$ cat config.mk
export PLATFORM = sky130hd
export DESIGN_NAME = neighbor_cell_sweep
export DESIGN_NICKNAME = d
export VERILOG_FILES = /design/src/sv/nbs_pkg.sv /design/src/sv/nbs_front.sv /design/src/sv/nbs_queue.sv /design/src/sv/nbs_back.sv /design/src/sv/neighbor_cell_sweep.sv
export VERILOG_INCLUDE_DIRS = /design/src /design/src/sv
export SDC_FILE = /design/constraint.sdc
export NUM_CORES = 1
export LEC_CHECK = 0
export ABC_CLOCK_PERIOD_IN_PS = 7900
export BUFFER_PORTS_ARGS = -buffer_cell sky130_fd_sc_hd__buf_2
export CAP_MARGIN = 15
export CORE_ASPECT_RATIO = 2
export CORE_MARGIN = 2
export CORE_UTILIZATION = 63
export DETAILED_ROUTE_END_ITERATION = 7
export PLACE_DENSITY = 0.83
export RECOVER_POWER = 100
export SYNTH_ARGS = -nofsm -noshare
export SYNTH_HDL_FRONTEND = slang
export SYNTH_SLANG_ARGS = --single-unit
$ cat constraint.sdc
create_clock -name i_clk -period 7.9 [get_ports i_clk]
set_input_delay 0.79 -clock i_clk [delete_from_list [all_inputs] [get_ports i_clk]]
set_output_delay 0.79 -clock i_clk [all_outputs]
set_load 0.02 [all_outputs]
$ cat src/sv/neighbor_cell_sweep_defines.svh
// assertion macros for the neighbor cell sweep back end
`ifndef NEIGHBOR_CELL_SWEEP_DEFINES_SVH
`define NEIGHBOR_CELL_SWEEP_DEFINES_SVH

// same-cycle implication, clocked on i_clk, off while i_rst_n is low
`define NCS_ASSERT_NOW(lbl, pre, post, msg) \
    lbl: assert property (@(posedge i_clk) disable iff (!i_rst_n) (pre) |-> (post)) \
        else $error(msg);

// next-cycle implication, clocked on i_clk, off while i_rst_n is low
`define NCS_ASSERT_NEXT(lbl, pre, post, msg) \
    lbl: assert property (@(posedge i_clk) disable iff (!i_rst_n) (pre) |=> (post)) \
        else $error(msg);

`endif

$ cat src/sv/nbs_pkg.sv
// shared types and constants of the neighbor cell sweep
`timescale 1ns / 1ps
package nbs_pkg;

    localparam int GRID_MAX  = 64;
    localparam int CRD_W     = 6;
    localparam int DIV_W     = 7;
    localparam int DXY_W     = 13;
    localparam int IDX_W     = 18;
    localparam int SPAN_W    = 2;
    localparam int CFG_IDX_W = 2;
    localparam int PER_W     = 2;
    localparam int Q_DEPTH   = 2;

    typedef enum logic [CFG_IDX_W-1:0] {
        CFG_DIV_X    = 2'd0,
        CFG_DIV_Y    = 2'd1,
        CFG_DIV_Z    = 2'd2,
        CFG_PERIODIC = 2'd3
    } t_cfg_idx;

    typedef struct packed {
        logic [CRD_W-1:0] center_x;
        logic [CRD_W-1:0] center_y;
        logic [CRD_W-1:0] center_z;
        logic             halo;
    } t_in_item;

    typedef struct packed {
        logic [IDX_W-1:0] cell_index;
        logic [CRD_W-1:0] cell_x;
        logic [CRD_W-1:0] cell_y;
        logic [CRD_W-1:0] cell_z;
        logic             last;
    } t_out_item;

    // one axis of a sweep: first grid coordinate and cells beyond it
    typedef struct packed {
        logic [CRD_W-1:0]  start;
        logic [SPAN_W-1:0] span;
    } t_axis;

    typedef struct packed {
        t_axis x;
        t_axis y;
        t_axis z;
    } t_desc;

    // grid geometry seen by the back end
    typedef struct packed {
        logic [CRD_W-1:0] top_x;
        logic [CRD_W-1:0] top_y;
        logic [CRD_W-1:0] top_z;
        logic [DIV_W-1:0] div_x;
        logic [DXY_W-1:0] div_xy;
    } t_geom;

endpackage

$ cat src/sv/nbs_front.sv
// front end: configuration registers and per-request box classification
`timescale 1ns / 1ps
module nbs_front (
    input  logic                          i_clk,
    input  logic                          i_rst_n,
    input  logic                          i_cfg_valid,
    output logic                          o_cfg_ready,
    input  logic [nbs_pkg::CFG_IDX_W-1:0] i_cfg_index,
    input  logic [nbs_pkg::DIV_W-1:0]     i_cfg_data,
    input  logic                          i_valid,
    output logic                          o_stall,
    input  nbs_pkg::t_in_item             i_data,
    output logic                          o_push,
    output nbs_pkg::t_desc                o_desc,
    input  logic                          i_full,
    output nbs_pkg::t_geom                o_geom
);
    import nbs_pkg::*;

    logic [DIV_W-1:0] r_div_x, r_div_y, r_div_z;
    logic [PER_W-1:0] r_per;
    logic [DXY_W-1:0] r_dxy;

    logic [DIV_W-1:0]   w_eff_x, w_eff_y, w_eff_z;
    logic [DIV_W-1:0]   w_tx, w_ty, w_tz;
    logic [DXY_W:0]     w_dxy;

    function automatic logic [DIV_W-1:0] eff_div(input logic [DIV_W-1:0] d);
        logic [DIV_W-1:0] r;
        if (d == '0) begin
            r = DIV_W'(1);
        end else if (d > DIV_W'(GRID_MAX)) begin
            r = DIV_W'(GRID_MAX);
        end else begin
            r = d;
        end
        return r;
    endfunction

    function automatic t_axis axis_box(input logic [CRD_W-1:0] center, input logic h,
                                       input logic [CRD_W-1:0] top, input logic wraps);
        t_axis            a;
        logic [CRD_W-1:0] c;
        c = (center > top) ? top : center;
        if (!h) begin
            a.start = c;
            a.span  = '0;
        end else if (!wraps || (top < CRD_W'(2))) begin
            a.start = (c == '0) ? '0 : CRD_W'(c - CRD_W'(1));
            a.span  = {1'b0, (c != '0)} + {1'b0, (c != top)};
        end else begin
            a.start = (c == '0) ? top : CRD_W'(c - CRD_W'(1));
            a.span  = SPAN_W'(2);
        end
        return a;
    endfunction

    assign o_cfg_ready = 1'b1;

    always_ff @(posedge i_clk) begin
        if (!i_rst_n) begin
            r_div_x <= DIV_W'(1);
            r_div_y <= DIV_W'(1);
            r_div_z <= DIV_W'(1);
            r_per   <= '0;
            r_dxy   <= DXY_W'(1);
        end else begin
            r_dxy <= w_dxy[DXY_W-1:0];
            if (i_cfg_valid) begin
                case (t_cfg_idx'(i_cfg_index))
                    CFG_DIV_X:    r_div_x <= i_cfg_data;
                    CFG_DIV_Y:    r_div_y <= i_cfg_data;
                    CFG_DIV_Z:    r_div_z <= i_cfg_data;
                    CFG_PERIODIC: r_per   <= i_cfg_data[PER_W-1:0];
                    default:      r_per   <= r_per;
                endcase
            end
        end
    end

    always_comb begin
        w_eff_x = eff_div(r_div_x);
        w_eff_y = eff_div(r_div_y);
        w_eff_z = eff_div(r_div_z);
        w_tx    = w_eff_x - DIV_W'(1);
        w_ty    = w_eff_y - DIV_W'(1);
        w_tz    = w_eff_z - DIV_W'(1);
        w_dxy   = (DXY_W+1)'(w_eff_x) * (DXY_W+1)'(w_eff_y);
    end

    assign o_stall  = i_full;
    assign o_push   = i_valid && !i_full;
    assign o_desc.x = axis_box(i_data.center_x, i_data.halo, w_tx[CRD_W-1:0], r_per != '0);
    assign o_desc.y = axis_box(i_data.center_y, i_data.halo, w_ty[CRD_W-1:0], r_per[1]);
    assign o_desc.z = axis_box(i_data.center_z, i_data.halo, w_tz[CRD_W-1:0], &r_per);

    assign o_geom.top_x  = w_tx[CRD_W-1:0];
    assign o_geom.top_y  = w_ty[CRD_W-1:0];
    assign o_geom.top_z  = w_tz[CRD_W-1:0];
    assign o_geom.div_x  = w_eff_x;
    assign o_geom.div_xy = r_dxy;

endmodule

$ cat src/sv/nbs_queue.sv
// short descriptor queue between front and back end
`timescale 1ns / 1ps
module nbs_queue (
    input  logic           i_clk,
    input  logic           i_rst_n,
    input  logic           i_push,
    input  nbs_pkg::t_desc i_desc,
    output logic           o_full,
    input  logic           i_pop,
    output logic           o_valid,
    output nbs_pkg::t_desc o_desc
);
    import nbs_pkg::*;

    localparam int PTR_W = (Q_DEPTH > 1) ? $clog2(Q_DEPTH) : 1;
    localparam int CNT_W = $clog2(Q_DEPTH + 1);

    t_desc            r_mem [Q_DEPTH];
    logic [PTR_W-1:0] r_wp, r_rp;
    logic [CNT_W-1:0] r_cnt;

    function automatic logic [PTR_W-1:0] ptr_inc(input logic [PTR_W-1:0] p);
        return (p == PTR_W'(Q_DEPTH - 1)) ? '0 : PTR_W'(p + PTR_W'(1));
    endfunction

    always_ff @(posedge i_clk) begin
        if (i_push) begin
            r_mem[r_wp] <= i_desc;
        end
    end

    always_ff @(posedge i_clk) begin
        if (!i_rst_n) begin
            r_wp  <= '0;
            r_rp  <= '0;
            r_cnt <= '0;
        end else begin
            if (i_push) begin
                r_wp <= ptr_inc(r_wp);
            end
            if (i_pop) begin
                r_rp <= ptr_inc(r_rp);
            end
            if (i_push && !i_pop) begin
                r_cnt <= r_cnt + CNT_W'(1);
            end else if (i_pop && !i_push) begin
                r_cnt <= r_cnt - CNT_W'(1);
            end
        end
    end

    assign o_full  = (r_cnt == CNT_W'(Q_DEPTH));
    assign o_valid = (r_cnt != '0);
    assign o_desc  = r_mem[r_rp];

endmodule

$ cat src/sv/nbs_back.sv
// back end: cell sequencer, index arithmetic and output register
`timescale 1ns / 1ps
`include "neighbor_cell_sweep_defines.svh"
module nbs_back (
    input  logic               i_clk,
    input  logic               i_rst_n,
    input  logic               i_q_valid,
    input  nbs_pkg::t_desc     i_desc,
    output logic               o_pop,
    input  nbs_pkg::t_geom     i_geom,
    output logic               o_valid,
    input  logic               i_stall,
    output nbs_pkg::t_out_item o_data
);
    import nbs_pkg::*;

    logic              r_busy;
    t_desc             r_desc;
    logic [CRD_W-1:0]  r_gx, r_gy, r_gz;
    logic [SPAN_W-1:0] r_rx, r_ry, r_rz;
    logic              r_out_valid;
    t_out_item         r_out;

    logic              w_emit, w_last, w_load;
    logic [DIV_W+CRD_W+DXY_W-1:0] w_idx;

    function automatic logic [CRD_W-1:0] wrap_inc(input logic [CRD_W-1:0] g,
                                                  input logic [CRD_W-1:0] top);
        return (g == top) ? '0 : CRD_W'(g + CRD_W'(1));
    endfunction

    assign w_emit = r_busy && (!r_out_valid || !i_stall);
    assign w_last = (r_rx == '0) && (r_ry == '0) && (r_rz == '0);
    assign w_load = i_q_valid && (!r_busy || (w_emit && w_last));
    assign o_pop  = w_load;

    // z*dx*dy + y*dx + x, two small products side by side
    assign w_idx = ((DIV_W+CRD_W+DXY_W)'(r_gz) * (DIV_W+CRD_W+DXY_W)'(i_geom.div_xy))
                 + ((DIV_W+CRD_W+DXY_W)'(r_gy) * (DIV_W+CRD_W+DXY_W)'(i_geom.div_x))
                 + (DIV_W+CRD_W+DXY_W)'(r_gx);

    always_ff @(posedge i_clk) begin
        if (!i_rst_n) begin
            r_busy      <= 1'b0;
            r_out_valid <= 1'b0;
        end else begin
            if (w_load) begin
                r_busy <= 1'b1;
            end else if (w_emit && w_last) begin
                r_busy <= 1'b0;
            end
            if (w_emit) begin
                r_out_valid <= 1'b1;
            end else if (!i_stall) begin
                r_out_valid <= 1'b0;
            end
        end
    end

    always_ff @(posedge i_clk) begin
        if (w_emit) begin
            r_out.cell_index <= w_idx[IDX_W-1:0];
            r_out.cell_x     <= r_gx;
            r_out.cell_y     <= r_gy;
            r_out.cell_z     <= r_gz;
            r_out.last       <= w_last;
        end
        if (w_load) begin
            r_desc <= i_desc;
            r_gx   <= i_desc.x.start;
            r_gy   <= i_desc.y.start;
            r_gz   <= i_desc.z.start;
            r_rx   <= i_desc.x.span;
            r_ry   <= i_desc.y.span;
            r_rz   <= i_desc.z.span;
        end else if (w_emit) begin
            if (r_rx != '0) begin
                r_gx <= wrap_inc(r_gx, i_geom.top_x);
                r_rx <= r_rx - SPAN_W'(1);
            end else begin
                r_gx <= r_desc.x.start;
                r_rx <= r_desc.x.span;
                if (r_ry != '0) begin
                    r_gy <= wrap_inc(r_gy, i_geom.top_y);
                    r_ry <= r_ry - SPAN_W'(1);
                end else begin
                    r_gy <= r_desc.y.start;
                    r_ry <= r_desc.y.span;
                    r_gz <= wrap_inc(r_gz, i_geom.top_z);
                    r_rz <= r_rz - SPAN_W'(1);
                end
            end
        end
    end

    assign o_valid = r_out_valid;
    assign o_data  = r_out;

    `NCS_ASSERT_NOW(a_rem_in_span, r_busy, (r_rx <= r_desc.x.span) && (r_ry <= r_desc.y.span) && (r_rz <= r_desc.z.span), "remaining count beyond span")
    `NCS_ASSERT_NOW(a_coord_in_grid, r_busy, (r_gx <= i_geom.top_x) && (r_gy <= i_geom.top_y) && (r_gz <= i_geom.top_z), "sweep coordinate outside grid")
    `NCS_ASSERT_NEXT(a_idle_after_last, w_emit && w_last && !i_q_valid, !r_busy, "sequencer busy after last cell")

endmodule

$ cat src/sv/neighbor_cell_sweep.sv
// top level of the neighbor cell sweep: front end, descriptor queue, back end
`timescale 1ns / 1ps
// neighbor cell sweep: each request names a centre cell and a halo of 0 or 1
// and yields one result per cell of the surrounding box, x fastest, then y,
// then z, carrying the linear index z*div_y*div_x + y*div_x + x and the cell
// coordinates; the final result of a request has last set. a request yields
// 1 to 27 results, one per cycle while the output is not stalled, from the
// back-end cell sequencer, which loads the next request in the cycle of the
// previous last cell, so consecutive requests run back to back. the first
// result passes through the queue entry, then the sequencer load, then the
// output register, which takes the first cell. the front end classifies a
// request in the cycle it is accepted and parks it in a two-entry queue, so
// up to two requests can wait while a sweep runs and while the output is
// stalled. write configuration only when no request is in flight; div values
// of 0 act as 1, above 64 act as 64.
module neighbor_cell_sweep (
    input  logic                          i_clk,
    input  logic                          i_rst_n,
    // configuration writes, always ready
    input  logic                          i_cfg_valid,
    output logic                          o_cfg_ready,
    input  logic [nbs_pkg::CFG_IDX_W-1:0] i_cfg_index,
    input  logic [nbs_pkg::DIV_W-1:0]     i_cfg_data,
    // request channel
    input  logic                          i_valid,
    output logic                          o_stall,
    input  nbs_pkg::t_in_item             i_data,
    // result channel
    output logic                          o_valid,
    input  logic                          i_stall,
    output nbs_pkg::t_out_item            o_data
);
    import nbs_pkg::*;

    // front to queue
    logic  w_push, w_full;
    t_desc w_push_desc;
    // queue to back
    logic  w_q_valid, w_pop;
    t_desc w_q_desc;
    // grid geometry for index arithmetic
    t_geom w_geom;

    nbs_front u_front (
        .i_clk       (i_clk),
        .i_rst_n     (i_rst_n),
        .i_cfg_valid (i_cfg_valid),
        .o_cfg_ready (o_cfg_ready),
        .i_cfg_index (i_cfg_index),
        .i_cfg_data  (i_cfg_data),
        .i_valid     (i_valid),
        .o_stall     (o_stall),
        .i_data      (i_data),
        .o_push      (w_push),
        .o_desc      (w_push_desc),
        .i_full      (w_full),
        .o_geom      (w_geom)
    );

    nbs_queue u_queue (
        .i_clk   (i_clk),
        .i_rst_n (i_rst_n),
        .i_push  (w_push),
        .i_desc  (w_push_desc),
        .o_full  (w_full),
        .i_pop   (w_pop),
        .o_valid (w_q_valid),
        .o_desc  (w_q_desc)
    );

    nbs_back u_back (
        .i_clk     (i_clk),
        .i_rst_n   (i_rst_n),
        .i_q_valid (w_q_valid),
        .i_desc    (w_q_desc),
        .o_pop     (w_pop),
        .i_geom    (w_geom),
        .o_valid   (o_valid),
        .i_stall   (i_stall),
        .o_data    (o_data)
    );

endmodule
-- Word-level counts from Yosys, hierarchy flattened
Memories as Yosys holds them, arrays and structs flattened. A register that Yosys moved wholly into a read port is not among the register bits.
Cells that the tools add are included.
- bits in registers: 119
- memory bits (writable): 48
- bits of input ports: 33
- output and inout bits: 40
- word-level logic and storage cells: 179
- memories kept: 1
- add/subtract/negate cells: 21
- $mul: 3
- order comparisons: 9
- eq/ne operators: 13
- multiplexer cells: 58
- reductions and logical operators: 49
- memories (memory ; depth ; width ; read ports ; clocked after memory_dff ; write ports ; RTL line ; RTL):
    u_queue.r_mem ; 2 ; 24 ; 1 ; 1 ; 1 ; nbs_queue.sv:18 ; t_desc r_mem [Q_DEPTH];
- operators with widths (operator ; count):
    $mux 6 ; 25
    $mux 8 ; 6
    $sub 6x1->6 const B ; 6
    $mux 7 ; 4
    $mux 2 ; 13
    $gt 7x7->1 const B ; 3
    $logic_not 7->1 ; 3
    $add 18x13->18 ; 1
    $add 18x6->18 ; 1
    $add 6x1->6 const B ; 3
    $eq 6x6->1 ; 3
    $gt 6x6->1 ; 3
    $logic_not 6->1 ; 3
    $lt 6x2->1 const B ; 3
    $mul 6x13->18 ; 1
    $ne 6x6->1 ; 3
    $reduce_bool 6->1 ; 3
    $reduce_bool 2->1 ; 7
    $mul 6x7->13 ; 1
    $mul 7x7->13 ; 1
    $reduce_and 2->1 ; 6
    $mux 1 ; 10
    $logic_not 1->1 ; 9
    $logic_and 1x1->1 ; 8
    other kinds (11) ; 27

-- Longest topological paths before layout
Gate-level depths: netlist of the first run.
- word-level depth: 10
- depth in mapped cells: 23
- mapped depth without buffers: 21

-- Cells and area by module
Synthesis of the first run repeated with hierarchy kept, for this count alone.
- cell total of the unflattened synthesis: 1460
- area, all modules: 14271.2 um^2
- modules (own cells, without submodules) (module ; instances ; cells an instance ; area an instance (um^2) ; sequential area each (um^2)):
    nbs_back ; 1 ; 730 ; 7514.7 ; 2352.3
    nbs_front ; 1 ; 633 ; 4803.4 ; 720.7
    nbs_queue ; 1 ; 97 ; 1953.1 ; 1541.5

-- Worst setup path after synthesis of the first run
No wires, ideal clock.
- kind: register to register
- start point: reg u_front.r_div_x[2]
- end point: reg u_back.r_out (netlist bit u_back.o_data[35]), data pin
- library setup time: 0.265 ns
- arrival time: 5.683 ns
- path slack: 1.951 ns
- cell stages (with the launch flop): 20
- path buffers: 1
- cells stage by stage: dfxtp_1 or3_1 o31ai_1 clkbuf_1 nand2_1 fa_1 fa_1 inv_1 fa_1 fa_1 inv_1 fa_1 inv_1 ha_1 o21ai_0 a21o_1 a21oi_1 a211o_1 nor4b_1 or3_1
- word-level cells in the longest chain between the ends: 6
- elaborated cells on any way between the ends: 7
- those cells by class: add/sub (2); mul (1); order compare (1); mux (2); reduce/logical (1)
- RTL lines (what ; RTL line ; RTL):
    start: declaration ; nbs_front.sv:20 ; logic [DIV_W-1:0] r_div_x, r_div_y, r_div_z;
    start signal: assignment ; nbs_front.sv:71 ; CFG_DIV_X: r_div_x <= i_cfg_data;
    $gt 7x7->1 ; nbs_front.sv:32 ; end else if (d > DIV_W'(GRID_MAX)) begin
    $mux 7 ; nbs_front.sv:32 ;
    $mux 7 (*) ; nbs_front.sv:30 ; if (d == '0) begin
    $mul 6x7->13 (*) ; nbs_back.sv:39 ; + ((DIV_W+CRD_W+DXY_W)'(r_gy) * (DIV_W+CRD_W+DXY_W)'(i_geom.div_x))
    $add 18x13->18 (*) ; nbs_back.sv:39 ;
    $add 18x6->18 (*) ; nbs_back.sv:40 ; + (DIV_W+CRD_W+DXY_W)'(r_gx);
    via u_back.w_idx[16] ; nbs_back.sv:25 ; logic [DIV_W+CRD_W+DXY_W-1:0] w_idx;
    end: declaration ; nbs_back.sv:22 ; t_out_item r_out;
Mark *: on every way through the listed nets, which the timed path passes. The rest lies on a longest branch.
A chain may end at the register's enable or synchronous reset.

==> metrics, run 1 <==
Max Cap Violations=5; status=finished with violations; Remaining DRCs=0; die span in y=219 um; first-pass GRT wire length=56,300 um; DR iter-0 viols=632; CTS tree=yes; total number of yosys warnings=0; IO Port Bufs=71; critical path endpoint category=flip-flop; skew final=12.1 ps; CTS Sinks=168; Via Count=11,000; Core ar.=0.0227 mm^2; CTS root buffer=clkbuf_16; cell row count=78; Post-Syn Area=0.0146 mm^2; initial antenna violation count=0; global route total overflow=0; setup TNS=0 ps; Critical Path AT=6980 ps; #FFs+latches synth=168; met3 WL post-DR=1360 um; final WL=34,800 um; most frequent CP cell=ha_1; slowest stage cell, crit path=o32ai_2; Synth top area share=25.7%; achievable frequency=149 MHz; crit-path max FO=20; Worst Hold Class=reg2reg; largest net degree at the start of global routing=45; Worst-Margin Slew=2430 ps; failing checks=capacitance limit, slew limit; RSZ-0062 raised after global routing=no; final std cells w/o fill=1,807; CTS clk-pin slew, worst paths=70 ps; Hold Vio Cnt, Final=0; max incr delay on CP=900 ps; clk buf depth=2; vias in the first global route=11,700; crit start category=flip-flop; synth unique cells=83; met2 wire len=19,800 um; final total power=0.00490 W; post-synthesis cell type with the largest combined area=edfxtp_1; DRT met1 WL=11,200 um; placed instance area=0.0152 mm^2; final worst-path cycle share=85.0%; total power per unit cell area=313 mW/mm^2; placed insts=1,773; asr flop ratio synth=0%; Final #Nets=1,788; Synth area leaders=edfxtp_1, fa_1, ha_1; critical path class=reg2reg; minimum clock period=6710 ps; final setup fails=0; CTS HTree Levels=4; # diodes=0; post-synthesis sequential area ratio=31.7%; antenna viol nets, final=0; Ports=73; static leakage=7.04 nW; gate count after technology mapping=1,464; Starting Density=64.1%; Synth Flop Type=edfxtp_1; Pre-antenna DRT Iters=7; Req. time, crit path=8160 ps; synthesized area per cell=9.96 um^2; Synth Net Count=1,738; die width=112 um; Layout Area Growth over Synthesis=7.31%; worst path cell trace=or2_2 > o31ai_1 > clkbuf_1 > inv_1 > ha_1 > xor2_1 > inv_1 > ha_1 > a21oi_1 > o21ai_0 > o32ai_2 > nor2_1 > a21oi_1 > ha_1 > nand3b_1 > mux2i_1 > and2_0 > inv_4 > or3_1 > a31oi_1; synth cell count leaders=inv_1, nand2_1, ha_1; drt via density=6.07; Final Max Slew Viols=167; TritonCTS buffer count=17; Peak VDD IR=0.000361 V; Post-CTS Hold Fix Bufs=0; Wirelength per Cell=19.3 um; top layer used by detailed routing=met4; Rel. slew slack=-62.1%; die area=0.0244 mm^2; share of layout cells above drive strength 1=6.29%; GRT Util Overall=29.5%; Post-synth EDFFs=125; post-DP HPWL=27,400 um; post-cts sizing count=0; worst skew pair latency=450 ps; RD Place Congestion=0.959; most common cell in the netlist=inv_1; post-CTS setup repair buffer count=0; fin area=0.0156 mm^2
[placed cells by master (no fill, tap or decap), types with 7 or more instances in the layout]
master,Yosys,layout
a211oi_1,8,8
a21o_1,11,11
a21oi_1,44,44
a31oi_1,10,10
and2_0,0,8
and2_1,76,68
and3_1,9,9
buf_2,6,31
buf_4,2,7
clkbuf_1,44,51
clkbuf_16,0,17
dfxtp_1,43,43
edfxtp_1,125,125
fa_1,113,113
ha_1,128,128
inv_1,220,221
mux2_1,1,17
mux2i_1,47,48
nand2_1,149,149
nand2b_1,10,10
nand3_1,19,19
nor2_1,56,55
nor2b_1,41,41
nor3_1,17,17
o21a_1,15,15
o21ai_0,31,31
o22ai_1,7,7
or3_1,10,10
xnor2_1,58,58
xor2_1,23,23
[cells by family (layout without fill, tap and decap cells)]
kind of cell | after synthesis | count (layout) | synth area share [%]
compound gates | 195 | 195 | 9.49
flops | 168 | 168 | 31.7
buf+inv | 281 | 344 | 7.42
xor+xnor | 82 | 82 | 4.98
simple gates | 427 | 427 | 14.9
other cells | 1 | 1 | 0.0257
fa+ha+maj | 241 | 241 | 26.5
mux | 69 | 69 | 5.00
[layer usage]
metal,GRT usage (%),vias to the layer above
met1,26.8,5436
met4,20.7,0
li1,-,4997
met3,3.84,155
met5,0,-
met2,58.6,385
[cell type report]
class                           count  area [um^2]
Tap cell                          280          350
Multi-Input combinational cell   1015         8860
Fill cell                        1728         7100
Inverter                          224          853
Clock inverter                     14          145
Timing Repair Buffer               88          395
Sequential cell                   168         4610
Clock buffer                       18          429
[critical path: cells and delay by family (launching register included)]
kind                       cells  cell delay, ps
AOI/OAI and AO/OA              6            2050
xor gates and xnor gates       1             380
adders and majority gates      3             880
buffers and inverters          4            1130
DFF                            1             510
muxes                          1             290
and+or+nand+nor                5            1260
[power by group]
group          total (W)  internal, W  switching, W
Clock           0.000823     0.000442      0.000381
Sequential       0.00170      0.00141      0.000293
Combinational    0.00237     0.000976       0.00140
Total            0.00490      0.00283       0.00207
[through the flow]
step / hold slack (ps) / setup slack [ps] / utilization [%]
4_1_cts: 494 / 1260 / 69.3
3_5_place_dp: 478 / 1280 / 66.7
2_1_floorplan: 424 / 1950 / -
6_report: 503 / 1190 / 68.8
5_1_grt: 510 / 677 / 68.8
3_3_place_gp: 463 / 1350 / 66.7
[registers in the layout (all words and copies together), names as in the netlist, named ones only]
register	cells
u_back.o_data	37
u_back.r_gx	6
u_back.r_rz	2
u_back.o_valid	1
u_back.r_desc	16
u_queue.r_rp	1
u_back.r_gz	6
u_front.r_div_x	7
u_queue.r_cnt	2
u_front.r_per	2
u_front.r_dxy	13
u_queue.r_mem	48
u_back.r_busy	1
u_front.r_div_y	7
u_back.r_rx	2
u_front.r_div_z	7
u_queue.r_wp	1
u_back.r_ry	2
u_back.r_gy	6
[final timing paths]
| path | start | endpoint | slack [ps] | depth (start not counted) |
|---|---|---|---|---|
| max | u_front.r_div_x[6] | u_queue.r_mem[1][18] | 1190 | 20 |
| max reg2reg | u_front.r_div_x[6] | u_queue.r_mem[1][18] | 1190 | 20 |
| min | u_back.r_busy | u_back.o_valid | 500 | 1 |
| min reg2reg | u_back.r_busy | u_back.o_valid | 500 | 1 |
Note: power is estimated with default switching activity, not from simulation.
==> run 2, diff against run 1 <==
--- a/config.mk
+++ b/config.mk
@@ -6,7 +6,7 @@
 export SDC_FILE = /design/constraint.sdc
 export NUM_CORES = 1
 export LEC_CHECK = 0
-export ABC_CLOCK_PERIOD_IN_PS = 7900
+export ABC_CLOCK_PERIOD_IN_PS = 7000
 export BUFFER_PORTS_ARGS = -buffer_cell sky130_fd_sc_hd__buf_2
 export CAP_MARGIN = 15
 export CORE_ASPECT_RATIO = 2
==> constraint.sdc (replaced) <==
create_clock -name i_clk -period 7 [get_ports i_clk]
set_input_delay 0.7 -clock i_clk [delete_from_list [all_inputs] [get_ports i_clk]]
set_output_delay 0.7 -clock i_clk [all_outputs]
set_load 0.02 [all_outputs]
==> run 2 against run 1 <==
- the flow still finishes with violations (capacitance limit, slew limit)
- final cell count increased by 0.11%
- critical path depth unchanged
- largest cell class unchanged
- core utilization increased by 0.14 points
- first-iteration DRC count decreased by 14%
- sequential cell count unchanged
- largest power group unchanged
- clock-buffer cell count decreased by 1
- worst hold slack got worse by 5.5 ps
- power increased by 15%
- combinational power increased by 16%
- fmax increased by 6.1%
- worst setup slack got worse by 520 ps
- die area unchanged
==> metrics, run 2 (synthesis gave the netlist of run 1 again) <==
top layer used by detailed routing=met4; hold_sp=u_back.r_busy; setup TNS=0 ps (unchanged); Crit Reg-Reg Startpoint=u_front.r_div_x[6]; post-cts sizing count=0 (unchanged); final worst-path cycle share=90.4% (+5.5 points); drt via density=6.01 (-0.98%); Hold Vio Cnt, Final=0 (unchanged); GRT Util Overall=29.9% (+0.42 points); minimum clock period=6330 ps (-383 ps); status=finished with violations; DRT met1 WL=11,000 um (-1.7%); initial antenna violation count=0 (unchanged); crit start category=flip-flop; Ports=73 (unchanged); met3 WL post-DR=1390 um (+2.2%); sw power=0.00243 W (+17%); CTS root buffer=clkbuf_16; Post-CTS Hold Fix Bufs=0 (unchanged); Clk network pwr share=16.7% (about the same); Req. time, crit path=7210 ps (-950 ps); combinational share of power=49.0% (+0.6 points); die span in y=219 um (unchanged); global route total overflow=0 (unchanged); Final #Nets=1,790 (+0.11%); RD Place Congestion=0.943 (-1.7%); Pint=0.00318 W (+13%); vias in the first global route=11,800 (+0.87%); CTS Sinks=168 (unchanged); Worst-Margin Slew=2330 ps (-98.8 ps); failing checks=capacitance limit, slew limit; Final Max Slew Viols=167 (unchanged); share of layout cells above drive strength 1=6.67% (+0.38 points); DR iter-0 viols=545 (-14%); IO Port Bufs=71 (unchanged); post-DP HPWL=27,300 um (-0.35%); largest net degree at the start of global routing=45 (unchanged); Rel. slew slack=-55.5% (+6.6 points); critical path endpoint category=flip-flop; final setup fails=0 (unchanged); RSZ-0062 raised after global routing=no; CTS HTree Levels=4 (unchanged); Wirelength per Cell=19.4 um (+0.68%); antenna viol nets, final=0 (unchanged); Starting Density=64.1% (unchanged); max FFs per register=48 (unchanged); final WL=35,100 um (+0.79%); met2 wire len=20,000 um (+1.4%); CTS clk-pin slew, worst paths=80 ps (about the same); commonest non-fill, non-tap cell in the layout=inv_1; worst skew pair latency=460 ps (about the same); Critical Path AT=6540 ps (-440 ps); Critical path origin=u_front.r_div_x[6]; crit-path max FO=20 (unchanged); cell row count=78 (unchanged); achievable frequency=158 MHz (+6.1%); Peak VDD IR=0.000518 V (+44%); CTS tree=yes; # diodes=0 (unchanged); total power per unit cell area=358 mW/mm^2 (+14%); Pre-antenna DRT Iters=5 (-2); Max Cap Violations=5 (unchanged); clk buf depth=2 (unchanged); die area=0.0244 mm^2 (unchanged); final total power=0.00561 W (+15%); static leakage=7.07 nW (+0.40%); critical path class=reg2reg; first-pass GRT wire length=56,500 um (+0.36%); TritonCTS buffer count=17 (unchanged); Core ar.=0.0227 mm^2 (unchanged); switching part of the total=43.3% (+1.0 points); Reg power frac=34.2% (-0.6 points); die width=112 um (unchanged); post-CTS setup repair buffer count=0 (unchanged); skew final=18.6 ps (+6.51 ps); Via Count=10,900 (-0.87%); Largest Register=u_queue.r_mem; Layout Area Growth over Synthesis=7.54%; Worst Hold Class=reg2reg; Remaining DRCs=0 (unchanged); most frequent cells in the layout=inv_1, nand2_1, ha_1
## run 2: path summary, 6_finish.rpt
kind                                          end  slack, ps  cells past startpoint
worst max register to register  u_back.o_data[35]        670                     20
worst min register to register     u_back.o_valid        500                      1
worst min-delay path               u_back.o_valid        500                      1
worst max-delay path            u_back.o_data[35]        670                     20
## run 2: final cells by class
class | count | area, um^2
clock buffers | 17 | 425
clock inverters | 15 | 156
fillers | 1690 | 7060
inverters | 224 | 853
multi-input cells | 1015 | 8860
flip-flops and latches | 168 | 4610
well taps | 280 | 350
repair buffers | 90 | 418
## run 2: stage by stage
stage / util (%) / instances / hold WS, ps / worst slack, ps / area, um^2
after floorplan: - / 1464 / 424 / 1050 / 14600
after global placement: 66.8 / 1776 / 460 / 996 / 15200
after detailed placement: 66.8 / 1776 / 476 / 804 / 15200
after CTS: 69.4 / 1808 / 493 / 816 / 15800
after global routing: 68.9 / 1809 / 520 / 364 / 15700
final: 68.9 / 1809 / 498 / 669 / 15700
## run 2: worst max-delay path: stages (launching register included)
cell and delay (ps):
dfxtp_1 510, or2_2 390, o31ai_1 310, clkbuf_1 600
and2_0 210, ha_1 150, inv_1 60, fa_1 510
inv_1 60, fa_1 510, fa_1 550, inv_1 50
fa_1 530, inv_1 40, ha_1 320, o21ai_0 120
a21o_1 170, a21oi_1 110, a211o_1 320, nor4b_1 150
or3_1 390
## run 2: layer usage
metal  up-vias  global-route usage, %
li1       4992                      -
met4         0                   21.8
met2       393                   59.0
met1      5305                   26.7
met5         -                      0
met3       188                   4.56
## run 2: power by group through the flow
stage                     logic (W)  clock network [W]  registers, W
after detailed placement    0.00276                  0       0.00192
final                       0.00275           0.000940       0.00192
after CTS                   0.00280           0.000944       0.00190
after global routing        0.00309           0.000982       0.00195
after global placement      0.00262                  0       0.00190
after floorplan             0.00207                  0       0.00181
